### src/hw/rtl/u16u8_pkg.sv
// Shared types and byte-encoding functions for the UTF-16 to UTF-8 encoder.
// Used by u16u8_front, u16u8_queue, u16u8_back and the top level; no dependencies.
`timescale 1ns / 1ps
`default_nettype none

package u16u8_pkg;

    // Number of slots in the queue between the front and the back part
    localparam int unsigned QueueDepth = 2;

    // UTF-8 lead and continuation markers
    localparam logic [7:0] Lead2 = 8'hC0;
    localparam logic [7:0] Lead3 = 8'hE0;
    localparam logic [7:0] Lead4 = 8'hF0;
    localparam logic [7:0] Cont  = 8'h80;

    // Surrogate classes, taken from the top six bits of a code unit
    localparam logic [5:0] HighSurrTag = 6'b110110;
    localparam logic [5:0] LowSurrTag  = 6'b110111;

    // Base of the supplementary planes
    localparam logic [20:0] SuppBase = 21'h10000;

    // One queued work item: an optional held high surrogate sent alone,
    // followed by an optional code point
    typedef struct packed {
        logic        has_held;
        logic [9:0]  held_bits;
        logic        has_main;
        logic [20:0] main_cp;
        logic        eos;
    } u16u8_entry_t;

    // Index of the last byte of the UTF-8 sequence for a code point
    function automatic logic [1:0] last_idx(input logic [20:0] cp);
        logic [1:0] idx;
        if (cp < 21'h80) begin
            idx = 2'd0;
        end else if (cp < 21'h800) begin
            idx = 2'd1;
        end else if (cp < 21'h10000) begin
            idx = 2'd2;
        end else begin
            idx = 2'd3;
        end
        return idx;
    endfunction

    // Byte k of the UTF-8 sequence for cp, whose last byte index is li
    function automatic logic [7:0] enc_byte(input logic [20:0] cp, input logic [1:0] li,
                                            input logic [1:0] k);
        logic [7:0] b;
        b = 8'h00;
        case (li)
            2'd0: b = cp[7:0];
            2'd1: b = (k == 2'd0) ? (Lead2 | {3'b000, cp[10:6]}) : (Cont | {2'b00, cp[5:0]});
            2'd2:
            begin
                case (k)
                    2'd0:    b = Lead3 | {4'b0000, cp[15:12]};
                    2'd1:    b = Cont | {2'b00, cp[11:6]};
                    default: b = Cont | {2'b00, cp[5:0]};
                endcase
            end
            default:
            begin
                case (k)
                    2'd0:    b = Lead4 | {5'b00000, cp[20:18]};
                    2'd1:    b = Cont | {2'b00, cp[17:12]};
                    2'd2:    b = Cont | {2'b00, cp[11:6]};
                    default: b = Cont | {2'b00, cp[5:0]};
                endcase
            end
        endcase
        return b;
    endfunction

endpackage

`default_nettype wire

### src/hw/rtl/u16u8_front.sv
// Front part: accepts code units, tracks a held high surrogate, and builds queue entries.
// Depends on u16u8_pkg.
`timescale 1ns / 1ps
`default_nettype none

module u16u8_front (
    input  wire logic                   clk,
    input  wire logic                   rst_n,
    input  wire logic                   code_valid,
    output logic                        code_stall,
    input  wire logic [15:0]            code_unit,
    input  wire logic                   end_of_string,
    input  wire logic                   q_full,
    output logic                        q_push,
    output u16u8_pkg::u16u8_entry_t     q_entry
);
    import u16u8_pkg::*;

    logic       held_valid_reg;
    logic       held_valid_next;
    logic [9:0] held_bits_reg;
    logic [9:0] held_bits_next;
    logic       accept;
    logic       is_high;
    logic       is_low;
    logic       keep_high;

    assign code_stall = q_full;
    assign accept     = code_valid && !q_full;
    assign is_high    = (code_unit[15:10] == HighSurrTag);
    assign is_low     = (code_unit[15:10] == LowSurrTag);
    assign keep_high  = is_high && !end_of_string;

    // Classify the unit against the held surrogate
    always_comb
    begin
        q_entry.held_bits = held_bits_reg;
        q_entry.eos       = end_of_string;
        held_valid_next   = held_valid_reg;
        held_bits_next    = held_bits_reg;
        if (held_valid_reg && is_low) begin
            // pair completes: one supplementary code point
            q_entry.has_held = 1'b0;
            q_entry.has_main = 1'b1;
            q_entry.main_cp  = {1'b0, held_bits_reg, code_unit[9:0]} + SuppBase;
        end else begin
            q_entry.has_held = held_valid_reg;
            q_entry.has_main = !keep_high;
            q_entry.main_cp  = {5'b00000, code_unit};
        end
        if (accept) begin
            held_valid_next = !(held_valid_reg && is_low) && keep_high;
            held_bits_next  = held_valid_next ? code_unit[9:0] : 10'd0;
        end
    end

    // Push only items that produce bytes
    assign q_push = accept && (q_entry.has_held || q_entry.has_main);

    // Hold surrogate state
    always_ff @(posedge clk or negedge rst_n)
    begin
        if (!rst_n) begin
            held_valid_reg <= 1'b0;
            held_bits_reg  <= 10'd0;
        end else begin
            held_valid_reg <= held_valid_next;
            held_bits_reg  <= held_bits_next;
        end
    end

endmodule

`default_nettype wire

### src/hw/rtl/u16u8_queue.sv
// Short queue of work entries between the front and the back part.
// Depends on u16u8_pkg.
`timescale 1ns / 1ps
`default_nettype none

module u16u8_queue (
    input  wire logic                   clk,
    input  wire logic                   rst_n,
    input  wire logic                   push,
    input  wire u16u8_pkg::u16u8_entry_t push_entry,
    input  wire logic                   pop,
    output logic                        full,
    output logic                        head_valid,
    output u16u8_pkg::u16u8_entry_t     head_entry
);
    import u16u8_pkg::*;

    localparam int unsigned PtrW = (QueueDepth > 1) ? $clog2(QueueDepth) : 1;
    localparam int unsigned CntW = $clog2(QueueDepth + 1);
    localparam logic [CntW-1:0] DepthCnt = CntW'(QueueDepth);
    localparam logic [PtrW-1:0] LastPtr  = PtrW'(QueueDepth - 1);

    u16u8_entry_t    slot_reg [QueueDepth];
    logic [PtrW-1:0] wr_ptr_reg;
    logic [PtrW-1:0] wr_ptr_next;
    logic [PtrW-1:0] rd_ptr_reg;
    logic [PtrW-1:0] rd_ptr_next;
    logic [CntW-1:0] count_reg;
    logic [CntW-1:0] count_next;

    assign full       = (count_reg == DepthCnt);
    assign head_valid = (count_reg != '0);
    assign head_entry = slot_reg[rd_ptr_reg];

    // Advance pointers and count
    always_comb
    begin
        wr_ptr_next = wr_ptr_reg;
        rd_ptr_next = rd_ptr_reg;
        count_next  = count_reg;
        if (push) begin
            wr_ptr_next = (wr_ptr_reg == LastPtr) ? '0 : wr_ptr_reg + 1'b1;
        end
        if (pop) begin
            rd_ptr_next = (rd_ptr_reg == LastPtr) ? '0 : rd_ptr_reg + 1'b1;
        end
        if (push && !pop) begin
            count_next = count_reg + 1'b1;
        end else if (pop && !push) begin
            count_next = count_reg - 1'b1;
        end
    end

    always_ff @(posedge clk or negedge rst_n)
    begin
        if (!rst_n) begin
            wr_ptr_reg <= '0;
            rd_ptr_reg <= '0;
            count_reg  <= '0;
        end else begin
            wr_ptr_reg <= wr_ptr_next;
            rd_ptr_reg <= rd_ptr_next;
            count_reg  <= count_next;
        end
    end

    // Store entries
    always_ff @(posedge clk)
    begin
        if (push) begin
            slot_reg[wr_ptr_reg] <= push_entry;
        end
    end

endmodule

`default_nettype wire

### src/hw/rtl/u16u8_back.sv
// Back part: steps through the bytes of the queue head into a registered output.
// Depends on u16u8_pkg.
`timescale 1ns / 1ps
`default_nettype none

module u16u8_back (
    input  wire logic                    clk,
    input  wire logic                    rst_n,
    input  wire logic                    head_valid,
    input  wire u16u8_pkg::u16u8_entry_t head_entry,
    output logic                         pop,
    output logic                         byte_valid,
    input  wire logic                    byte_stall,
    output logic [7:0]                   utf8_byte,
    output logic                         run_last,
    output logic                         string_last
);
    import u16u8_pkg::*;

    logic        phase_reg;      // 0: held surrogate part (if any), 1: main part
    logic        phase_next;
    logic [1:0]  k_reg;
    logic [1:0]  k_next;
    logic        valid_reg;
    logic        valid_next;
    logic [7:0]  byte_reg;
    logic        run_last_reg;
    logic        string_last_reg;
    logic        load;
    logic        seg_held;
    logic [20:0] seg_cp;
    logic [1:0]  seg_li;
    logic        seg_last;
    logic        item_last;

    // Select the current segment of the head entry
    assign load      = !valid_reg || !byte_stall;
    assign seg_held  = head_entry.has_held && !phase_reg;
    assign seg_cp    = seg_held ? {5'b00000, HighSurrTag, head_entry.held_bits}
                                : head_entry.main_cp;
    assign seg_li    = seg_held ? 2'd2 : last_idx(head_entry.main_cp);
    assign seg_last  = (k_reg == seg_li);
    assign item_last = seg_last && (!seg_held || !head_entry.has_main);
    assign pop       = head_valid && load && item_last;

    // Advance byte index and segment
    always_comb
    begin
        phase_next = phase_reg;
        k_next     = k_reg;
        valid_next = valid_reg;
        if (load) begin
            valid_next = head_valid;
            if (head_valid) begin
                if (seg_last) begin
                    k_next     = 2'd0;
                    phase_next = !item_last;
                end else begin
                    k_next = k_reg + 2'd1;
                end
            end
        end
    end

    always_ff @(posedge clk or negedge rst_n)
    begin
        if (!rst_n) begin
            phase_reg <= 1'b0;
            k_reg     <= 2'd0;
            valid_reg <= 1'b0;
        end else begin
            phase_reg <= phase_next;
            k_reg     <= k_next;
            valid_reg <= valid_next;
        end
    end

    // Load output payload
    always_ff @(posedge clk)
    begin
        if (load && head_valid) begin
            byte_reg        <= enc_byte(seg_cp, seg_li, k_reg);
            run_last_reg    <= item_last;
            string_last_reg <= item_last && head_entry.eos;
        end
    end

    assign byte_valid  = valid_reg;
    assign utf8_byte   = byte_reg;
    assign run_last    = run_last_reg;
    assign string_last = string_last_reg;

endmodule

`default_nettype wire

### src/hw/rtl/utf16_to_utf8_encoder_unit.sv
// UTF-16 to UTF-8 encoder, top level.
// Depends on u16u8_pkg, u16u8_front, u16u8_queue and u16u8_back.
//
// Input channel: code_valid / code_stall with code_unit and end_of_string,
// one UTF-16 code unit per item. Output channel: byte_valid / byte_stall with
// utf8_byte, run_last (last byte caused by one input item) and string_last
// (last byte of the string). Both sides use valid/stall: an item moves at an
// edge where valid is high and stall is low.
// A high surrogate that is not at the end of the string is held and gives no
// bytes until the next unit arrives; a following low surrogate completes a
// four-byte sequence, otherwise the held unit goes out as three bytes first.
// Each accepted item is registered in the queue before its first byte is loaded into the output register.
// The output register sends one byte per cycle while byte_stall is low; an item
// gives 1 to 3 bytes for a basic-plane unit, 4 for a surrogate pair, and up to
// 6 when a held surrogate is flushed ahead of a unit.
// A two-entry queue between front and back keeps input flowing while bytes
// drain; code_stall rises only when that queue is full.
// Reset clears the held surrogate, the queue and the output valid.
// While byte_stall is high and a byte is valid, the output byte holds and the back part waits.
`timescale 1ns / 1ps
`default_nettype none

module utf16_to_utf8_encoder_unit (
    input  wire logic        clk,
    input  wire logic        rst_n,
    input  wire logic        code_valid,
    output logic             code_stall,
    input  wire logic [15:0] code_unit,
    input  wire logic        end_of_string,
    output logic             byte_valid,
    input  wire logic        byte_stall,
    output logic [7:0]       utf8_byte,
    output logic             run_last,
    output logic             string_last
);
    import u16u8_pkg::*;

    logic         q_full;
    logic         q_push;
    logic         q_pop;
    logic         head_valid;
    u16u8_entry_t push_entry;
    u16u8_entry_t head_entry;

    // Classify incoming units
    u16u8_front u_front (
        .clk           (clk),
        .rst_n         (rst_n),
        .code_valid    (code_valid),
        .code_stall    (code_stall),
        .code_unit     (code_unit),
        .end_of_string (end_of_string),
        .q_full        (q_full),
        .q_push        (q_push),
        .q_entry       (push_entry)
    );

    // Decouple front and back
    u16u8_queue u_queue (
        .clk        (clk),
        .rst_n      (rst_n),
        .push       (q_push),
        .push_entry (push_entry),
        .pop        (q_pop),
        .full       (q_full),
        .head_valid (head_valid),
        .head_entry (head_entry)
    );

    // Emit bytes
    u16u8_back u_back (
        .clk         (clk),
        .rst_n       (rst_n),
        .head_valid  (head_valid),
        .head_entry  (head_entry),
        .pop         (q_pop),
        .byte_valid  (byte_valid),
        .byte_stall  (byte_stall),
        .utf8_byte   (utf8_byte),
        .run_last    (run_last),
        .string_last (string_last)
    );

endmodule

`default_nettype wire

### config.mk
export PLATFORM = sky130hd
export DESIGN_NAME = utf16_to_utf8_encoder_unit
export DESIGN_NICKNAME = d
export VERILOG_FILES = /design/src/hw/rtl/u16u8_pkg.sv /design/src/hw/rtl/u16u8_front.sv /design/src/hw/rtl/u16u8_queue.sv /design/src/hw/rtl/u16u8_back.sv /design/src/hw/rtl/utf16_to_utf8_encoder_unit.sv
export SDC_FILE = /design/constraint.sdc
export NUM_CORES = 1
export LEC_CHECK = 0
export ABC_AREA = 1
export BUFFER_PORTS_ARGS = -buffer_cell sky130_fd_sc_hd__buf_4
export CORE_MARGIN = 2
export CORE_UTILIZATION = 60
export DETAILED_ROUTE_END_ITERATION = 16
export MAX_ROUTING_LAYER = met4
export PLACE_DENSITY = 0.79
export SLEW_MARGIN = 20
export SYNTH_ARGS = -nofsm -noshare
export SYNTH_HDL_FRONTEND = slang
export SYNTH_SLANG_ARGS = --single-unit
### constraint.sdc
create_clock -name clk -period 3.7 [get_ports clk]
set_clock_uncertainty 0.2 [all_clocks]
set_input_delay 0.37 -clock clk [delete_from_list [all_inputs] [get_ports clk]]
set_output_delay 0.37 -clock clk [all_outputs]
set_load 0.02 [all_outputs]
==> impl_metrics.yaml, run 1 <==
status:
  status: "completed"
final_layout:
  final_nets: 573
  drive_above_1_share: 0.123
  area_delta_synth_final_pct: 14.1
  largest_reg_flops: 68
  layout_commonest_cell: "nand2_1"
  utilization: 0.701
  diodes: 0
  fillers: 570
  final_cell_mix: "nand2_1, edfxtp_1, inv_1, nor2_1, buf_4"
placement:
  io_buffer_count: 32
  gp_congestion: 0.956
  dp_hpwl_um: 7410
clock_network:
  cts.path.max_buffers: 2
  cts_num_sinks: 97
  cts_htree_levels: 3
  cts_tree: "done"
  clk_pin_slew_ns: 0.10
  clockRootBuffer: "clkbuf_8"
  cts_buffers: 9
  insertion_delay_ns: 0.36
global_routing:
  antenna_found_initial: 0
  overflow: 0
  grt.total_usage: 0.271
  grt_pass1_vias: 3421
  grt_max_degree: 39
  grt_pass1_wl_um: 17000
timing:
  setup_tns_ns: 0
  rsz0062_at_grt: "no"
  layout_worst_path_cycle_share: 0.864
  setup_violations: 0
  timing.fmax_mhz: 313
  fin_crit_ns: 3.20
  slew_violations: 0
  slew_headroom: 0.483
  hold_violations: 0
  hold_ws_ns: 0.0445
  worst_pin_slew_ns: 0.776
critical_path:
  cp_cell_sequence: "inv_2 > nand2_1 > nand2_1 > nand2_1 > inv_1 > nand2_1 > nor2_1 > nand2_1 > nand3_2 > inv_1 > ha_1 > a21oi_1 > inv_1 > a21oi_1 > o21ai_0 > a21oi_1 > o21ai_1"
  cp-end-kind: "flip-flop"
  cpPeakStageDelay_ns: 0.46
  path_buf_inv: 4
  crit_family: "compound AO/OA/AOI/OAI gates"
  r2r_setup_slack_ns: 0.50
  start_kind: "flip-flop"
  crit_arrival_ns: 3.11
  slowest_stage: "inv_2"
  critPathMaxFanout: 35
  cp.required_ns: 3.61
  regToRegStartpoint: "u_queue.rd_ptr_reg"
  r2r-end: "u_back.utf8_byte[1]"
  crit_type: "reg -> reg"
  reg2regPathDepth: 17
  crit_path_frequent_cell: "nand2_1"
routing:
  route.detailed.drc: 0
  wl_um: 10500
  dr_total_vias: 3523
  viasPerCell: 5.44
  dr.first_iter.drc_count: 309
  dr.pass1.iters: 5
  ant_nets: 0
  wire_per_inst_um: 16.2
die:
  start_util: 0.614
  core_area_sq_mm: 0.00765
  ios: 33
  die_h_um: 92.5
  die-area_sq_mm: 0.00855
  row_count: 32
  chipWidth_um: 92.5
yosys:
  synthTopCellsByArea: "edfxtp_1, nand2_1, dfrtp_1"
  syn-instance-count: 498
  synth_cell_type_count: 38
  yosysTopAreaCell: "edfxtp_1"
  ys_seq_elements: 97
  yosys_warnings: 0
  synth_fp_nets: 530
  syn-cell-area_sq_mm: 0.00470
  synth-seq-area-share: 0.600
  avgSynthCellArea_sq_um: 9.43
  synth_top_area_frac: 0.499
power_and_ir_drop:
  power.density_mw_per_mm2: 793
  static-leakage-power_nw: 2.33
  vdd_drop_max_mv: 0.435
worst_hold_path:
  worst_hold_path.num_cells: 3
  hp-class: "in -> reg"
  min_to: "u_back.byte_valid"
  hp-start: "byte_stall"
run:
  drv_cap: 0
-- through the flow --
stage | cell area [sq um] | std cells | setup WS, ns | power (mW)
floorplan | 4700 | 498 | 0.677 | 2.95
global placement | 5020 | 620 | 0.627 | 3.47
detailed placement | 5020 | 620 | 0.530 | 3.50
CTS | 5350 | 647 | 0.501 | 4.24
global route | 5360 | 648 | 0.173 | 4.53
finish | 5360 | 648 | 0.504 | 4.25
-- how the worst max path moves through the flow --
stage                             startpoint                     end  slack [ns]  cells after the start
final                     u_queue.rd_ptr_reg     u_back.utf8_byte[1]        0.50                     17
after global routing      u_queue.rd_ptr_reg     u_back.utf8_byte[1]        0.17                     17
after CTS                 u_queue.rd_ptr_reg     u_back.utf8_byte[1]        0.50                     17
after detailed placement  u_queue.rd_ptr_reg     u_back.utf8_byte[1]        0.53                     17
after global placement    u_queue.rd_ptr_reg     u_back.utf8_byte[1]        0.63                     17
after floorplan                code_unit[13]  u_queue.slot_reg[1][0]        0.68                      8
-- metal layers --
metal	GRT usage	share of wire	routed length, um	up-vias
met2	0.441	0.51	5290	106
met3	0.0448	0.059	618	16
met5	-	0	0	-
met4	0.102	0.019	196	0
met1	0.347	0.42	4370	1670
li1	-	-	-	1731
-- worst min-delay path: cells and delay by family --
family	cells	cell delay, ns
buffers and inverters	1	0.08
AND/OR/NAND/NOR	2	0.13
-- layout make-up --
type,count,area (sq um),share of cell area
clock buffer,9,124,0.0231
clock inverter,7,95.1,0.0177
inverter,56,210,0.0392
multi-input combinational,327,1580,0.294
sequential,97,2820,0.526
tap,102,128,0.0238
timing repair buffer,50,405,0.0757
-- cell usage after synthesis --
cell       instances
nand4_1            2
nand2_4            1
nor2_1            52
inv_2              2
clkinv_1           1
edfxtp_1          78
a21oi_1           15
o41ai_1            1
buf_6              1
inv_1             53
clkbuf_1           7
nor3_2             2
o211ai_1           1
a31oi_1            4
o21ai_2            1
o2111ai_1          1
nand3_2            1
nor2_2             1
xor2_1             2
nand2_1          143
nand3_1           33
dfrtp_1           19
o311ai_0           2
buf_4              4
o21a_1             1
o21ai_1            7
buf_1              1
mux2i_1            2
nor3_1             2
nor3b_1            1
ha_1              11
buf_2              5
a31oi_2            1
o21ai_0           36
nand4_2            1
a211o_1            1
xnor2_1            1
nand2_2            1
-- cells by family (layout without fill, tap and decap cells) --
kind of cell               count (synthesis)  count (layout)  share of synthesized area
AOI/OAI and AO/OA                         71              71                     0.0842
DFF                                       97              97                      0.600
adders and majority gates                 11              11                     0.0293
xor gates and xnor gates                   3               3                    0.00560
buffers and inverters                     74             122                     0.0653
muxes                                      2               2                    0.00426
and+or+nand+nor                          240             240                      0.212
-- repair_timing --
item / CTS / global route
hold endpoints to repair: 38 / 2
setup buffers: 0 / 0
hold buffers: 11 / 1
resized for setup: 0 / 0
-- power breakdown --
group          total [mW]  internal [mW]  switching (mW)
logic                1.88          0.574            1.31
clock network       0.741          0.333           0.408
registers            1.62           1.53          0.0975
Note: power is estimated with default switching activity, not from simulation.
==> run 2: changes to the inputs <==
--- a/config.mk
+++ b/config.mk
@@ -11,7 +11,7 @@
 export CORE_UTILIZATION = 60
 export DETAILED_ROUTE_END_ITERATION = 16
 export MAX_ROUTING_LAYER = met4
-export PLACE_DENSITY = 0.79
+export PLACE_DENSITY = 0.84
 export SLEW_MARGIN = 20
 export SYNTH_ARGS = -nofsm -noshare
 export SYNTH_HDL_FRONTEND = slang
==> constraint.sdc (replaced) <==
create_clock -name clk -period 3.5 [get_ports clk]
set_clock_uncertainty 0.2 [all_clocks]
set_input_delay 0.35 -clock clk [delete_from_list [all_inputs] [get_ports clk]]
set_output_delay 0.35 -clock clk [all_outputs]
set_load 0.02 [all_outputs]
==> impl_metrics.yaml, run 2 (same netlist as run 1, synthesis figures left out) <==
status:
  status: "completed"
worst_hold_path:
  worst_hold_path.num_cells: 3
  hp-class: "in -> reg"
final_layout:
  fillers: 508
  stdcell_area_sq_mm: 0.00539
  diodes: 0
  largest_reg_flops: 68
  drive_above_1_share: 0.127
  final_cell_mix: "nand2_1, edfxtp_1, inv_1, nor2_1, buf_4"
  area_delta_synth_final_pct: 14.8
  layout_commonest_cell: "nand2_1"
  final_nets: 577
clock_network:
  cts_tree: "done"
  insertion_delay_ns: 0.36
  clockRootBuffer: "clkbuf_8"
  cts_buffers: 9
  cts_htree_levels: 3
  cts.path.max_buffers: 2
  cts_num_sinks: 97
  clk_pin_slew_ns: 0.11
global_routing:
  overflow: 0
  grt_pass1_vias: 3670
  grt.total_usage: 0.272
  antenna_found_initial: 0
  grt_max_degree: 39
  grt_pass1_wl_um: 17300
die:
  row_count: 32
  core_area_sq_mm: 0.00765
  ios: 33
  die_h_um: 92.5
  chipWidth_um: 92.5
  die-area_sq_mm: 0.00855
  start_util: 0.614
power_and_ir_drop:
  static-leakage-power_nw: 2.35
  total_power_mw: 4.51
  vdd_drop_max_mv: 0.438
  power.density_mw_per_mm2: 837
timing:
  slew_headroom: 0.487
  setup_slack_ns: 0.320
  hold_ws_ns: 0.175
  setup_tns_ns: 0
  worst_pin_slew_ns: 0.770
  layout_worst_path_cycle_share: 0.909
  fin_crit_ns: 3.18
  hold_violations: 0
  rsz0062_at_grt: "no"
  setup_violations: 0
  timing.fmax_mhz: 314
  slew_violations: 0
placement:
  gp_congestion: 0.910
  io_buffer_count: 32
  dp_hpwl_um: 7230
  post_dp_cell_area_sq_mm: 0.00504
  dp_slack_ns: 0.428
critical_path:
  cp-end-kind: "flip-flop"
  cp.required_ns: 3.52
  crit_type: "reg -> reg"
  crit_arrival_ns: 3.20
  start_kind: "flip-flop"
  reg2regPathDepth: 13
  critPathMaxFanout: 38
routing:
  dr.first_iter.drc_count: 243
  route.detailed.drc: 0
  dr.pass1.iters: 5
  wire_per_inst_um: 16.3
  wl_um: 10600
  ant_nets: 0
  viasPerCell: 5.61
  dr_total_vias: 3659
run:
  drv_cap: 0
## run 2: area by class of cell
cell class | instances | area [sq um] | share of cell area
Multi-Input combinational cell | 327 | 1580 | 0.293
Clock buffer | 9 | 124 | 0.0230
Tap cell | 102 | 128 | 0.0237
Clock inverter | 7 | 95.1 | 0.0176
Timing Repair Buffer | 54 | 438 | 0.0812
Inverter | 56 | 210 | 0.0390
Sequential cell | 97 | 2820 | 0.523
## run 2: stage by stage
step / utilization / std cells
floorplan: - / 498
global placement: 0.659 / 623
detailed placement: 0.659 / 623
CTS: 0.705 / 652
global route: 0.705 / 652
finish: 0.705 / 652
## run 2: final timing paths
check,startpoint,end,slack (ns)
max,u_queue.rd_ptr_reg,u_queue.count_reg[1],0.32
max in group asynchronous,rst_n,u_front.held_bits_reg[2],2.66
min reg2reg,u_front.held_bits_reg[4],u_queue.slot_reg[0][27],0.28
max reg2reg,u_queue.rd_ptr_reg,u_queue.count_reg[1],0.32
min,code_unit[11],u_queue.slot_reg[0][12],0.17
min in group asynchronous,rst_n,u_back.k_reg[0],0.20
## run 2: critical path, cell delays in order (launching register included)
cell and delay, ns:
dfrtp_1 0.40, buf_4 0.26, nor2_1 0.24, nor2_1 0.08, o21ai_2 0.30, nand3_1 0.25, nand2_1 0.11, nand2_1 0.08
inv_2 0.09, nand4_2 0.13, ha_1 0.34, a21oi_1 0.15, o21ai_0 0.19, xor2_1 0.21
## run 2: layer usage
layer / vias up / track usage / share of wire
met2: 160 / 0.460 / 0.51
met1: 1711 / 0.306 / 0.38
met5: - / - / 0
li1: 1753 / - / -
met3: 35 / 0.0692 / 0.078
met4: 0 / 0.121 / 0.034
## run 2: report_power, final
part	internal [mW]	total (mW)	switching [mW]
clock	0.353	0.786	0.433
combinational	0.628	2.01	1.38
sequential	1.61	1.72	0.106
total	2.59	4.51	1.92
## run 2: timing repair
action,4_1_cts,5_1_grt
hold buffers,13,0
resized for setup,0,0
endpoints found under the hold margin,42,0
setup buffers,0,0
==> run 3: changes to the inputs <==
--- a/config.mk
+++ b/config.mk
@@ -5,11 +5,11 @@
 export SDC_FILE = /design/constraint.sdc
 export NUM_CORES = 1
 export LEC_CHECK = 0
-export ABC_AREA = 1
 export BUFFER_PORTS_ARGS = -buffer_cell sky130_fd_sc_hd__buf_4
 export CORE_MARGIN = 2
 export CORE_UTILIZATION = 60
 export DETAILED_ROUTE_END_ITERATION = 16
+export HOLD_SLACK_MARGIN = 0.08
 export MAX_ROUTING_LAYER = met4
 export PLACE_DENSITY = 0.84
 export SLEW_MARGIN = 20
==> impl_metrics.yaml, run 3 <==
routing:
  dr.pass1.iters: 5
  dr_total_vias: 2994
  dr.first_iter.drc_count: 177
  route.detailed.drc: 0
  viasPerCell: 6.02
  wire_per_inst_um: 19.2
  ant_nets: 0
  wl_um: 9570
timing:
  worst_pin_slew_ns: 0.573
  slew_headroom: 0.614
  setup_violations: 0
  rsz0062_at_grt: "no"
  layout_worst_path_cycle_share: 0.905
  hold_violations: 0
  timing.fmax_mhz: 316
  fin_crit_ns: 3.17
  setup_tns_ns: 0
  slew_violations: 0
final_layout:
  fillers: 457
  utilization: 0.720
  finalNonFillerCells: 497
  layout_commonest_cell: "edfxtp_1"
  stdcell_area_sq_mm: 0.00522
  final_cell_mix: "edfxtp_1, buf_4, nand2_1, mux2i_1, dfrtp_1"
  diodes: 0
  seq_area_sq_mm: 0.00282
  largest_reg_flops: 68
  multi_input_area_sq_mm: 0.00158
  drive_above_1_share: 0.209
  final_nets: 425
  area_delta_synth_final_pct: 16.3
clock_network:
  cts_num_sinks: 97
  postCtsSetupBuffers: 0
  clk_pin_slew_ns: 0.10
  clockRootBuffer: "clkbuf_8"
  cts_tree: "done"
  insertion_delay_ns: 0.35
  cts.path.max_buffers: 2
  cts_buffers: 9
  cts_htree_levels: 3
power_and_ir_drop:
  switchingPower_mw: 1.51
  seq_power_share: 0.434
  static-leakage-power_nw: 2.02
  total_power_mw: 4.04
  swShare: 0.374
  comb_power_share: 0.400
  vdd_drop_max_mv: 0.385
  power.density_mw_per_mm2: 773
  p_clk_frac: 0.166
  p_int_mw: 2.53
yosys:
  synth_cell_type_count: 52
  yosys-top-cells-count: "edfxtp_1, nand2_1, mux2i_1"
  synth_top_area_frac: 0.522
  synth_edf_count: 78
  synthArstFlopShare: 0.196
  yosysTopAreaCell: "edfxtp_1"
  avgSynthCellArea_sq_um: 13.4
  synthTopCellsByArea: "edfxtp_1, dfrtp_1, mux2i_1"
  synth_fp_nets: 368
  yosysMostFrequentCell: "edfxtp_1"
  syn-cell-area_sq_mm: 0.00449
  synth-seq-area-share: 0.628
  syn-instance-count: 336
  ys_seq_elements: 97
  ys.flop_type: "edfxtp_1"
  yosys_warnings: 0
die:
  die-area_sq_mm: 0.00819
  die_h_um: 90.5
  chipWidth_um: 90.5
  ios: 33
  start_util: 0.619
  core_area_sq_mm: 0.00725
  row_count: 31
critical_path:
  r2r_setup_slack_ns: 0.33
  cp.required_ns: 3.39
  reg2regPathDepth: 10
  crit_type: "reg -> reg"
  cp-end-kind: "flip-flop"
  r2r-end: "u_back.utf8_byte[2]"
  crit_arrival_ns: 3.06
  regToRegStartpoint: "u_queue.rd_ptr_reg"
  start_kind: "flip-flop"
  critPathMaxFanout: 16
run:
  drv_cap: 0
worst_hold_path:
  min_to: "u_queue.slot_reg[0][16]"
  worst_hold_path.num_cells: 2
  hp-start: "code_unit[15]"
  hp-class: "in -> reg"
global_routing:
  grt_pass1_vias: 3065
  overflow: 0
  grt_max_degree: 35
  grt_pass1_wl_um: 15200
  antenna_found_initial: 0
  grt.total_usage: 0.249
placement:
  gp_congestion: 0.897
  io_buffer_count: 32
  post_dp_cell_area_sq_mm: 0.00489
  dp_hpwl_um: 6620
  dpl.cell_count: 467
status:
  status: "completed"
run 3: changes by cell type after synthesis, moves of 5 or more:
cell | before | now
a21oi_1 | 15 | 5
nand3_1 | 33 | 17
mux2_2 | 0 | 8
mux2i_1 | 2 | 26
nand2_1 | 143 | 40
o21ai_0 | 36 | 14
inv_1 | 53 | 14
mux4_2 | 0 | 5
o21ai_1 | 7 | 2
nor2_1 | 52 | 17
run 3: repair_timing:
| item | CTS | global route |
|---|---|---|
| hold buffers | 14 | 0 |
| resized for setup | 0 | 5 |
| hold endpoints to repair | 54 | 0 |
| setup endpoints to repair | 0 | 4 |
run 3: layout make-up:
class / instances / share of cell area
flip-flops and latches: 97 / 0.540
multi-input cells: 213 / 0.302
clock inverters: 6 / 0.0101
well taps: 99 / 0.0237
inverters: 14 / 0.0101
repair buffers: 58 / 0.0901
clock buffers: 10 / 0.0244
run 3: cells by family after synthesis:
| group | Yosys count | synth area share |
|---|---|---|
| flops | 97 | 0.628 |
| compound gates | 50 | 0.0817 |
| buf+inv | 26 | 0.0245 |
| fa+ha+maj | 11 | 0.0307 |
| xor+xnor | 8 | 0.0156 |
| simple gates | 105 | 0.116 |
| mux | 39 | 0.103 |
run 3: critical path: stages, from the launching register on:
cell and delay, ns:
dfrtp_1 0.47, buf_4 0.28, nor3b_1 0.25, o22ai_1 0.23, nor3_2 0.29, inv_1 0.10, ha_1 0.28, a21oi_1 0.17
o21bai_1 0.15, a2111oi_1 0.39, a21oi_1 0.09
run 3: metal layers:
layer  vias up  share of wire  track usage
li1       1372              -            -
met2       132           0.50        0.399
met1      1472           0.41        0.305
met4         0          0.024        0.104
met3        18          0.063       0.0609
met5         -              0            -
run 3: worst max-delay path by stage:
stage	endpoint	from	slack (ns)	cells past startpoint
6_report	u_back.utf8_byte[2]	u_queue.rd_ptr_reg	0.33	10
5_1_grt	u_back.utf8_byte[3]	u_queue.rd_ptr_reg	0.04	10
3_5_place_dp	u_back.utf8_byte[0]	u_queue.rd_ptr_reg	0.25	10
4_1_cts	u_back.utf8_byte[0]	u_queue.rd_ptr_reg	0.16	10
2_1_floorplan	u_queue.slot_reg[0][0]	code_unit[12]	0.30	5
3_3_place_gp	u_back.utf8_byte[3]	u_queue.rd_ptr_reg	0.42	10
run 3: per-stage QoR:
stage	worst slack, ns	hold WS [ns]
floorplan	0.302	-0.146
global placement	0.421	0.0549
detailed placement	0.255	0.0564
CTS	0.161	0.129
global route	0.0406	0.142
finish	0.334	0.151
run 3: power by group through the flow:
stage / sequential (mW) / combinational, mW / clock, mW
after floorplan: 1.81 / 1.03 / 0
after global placement: 1.76 / 1.55 / 0
after detailed placement: 1.77 / 1.57 / 0
after CTS: 1.75 / 1.59 / 0.679
after global routing: 1.78 / 1.75 / 0.722
final: 1.75 / 1.61 / 0.671
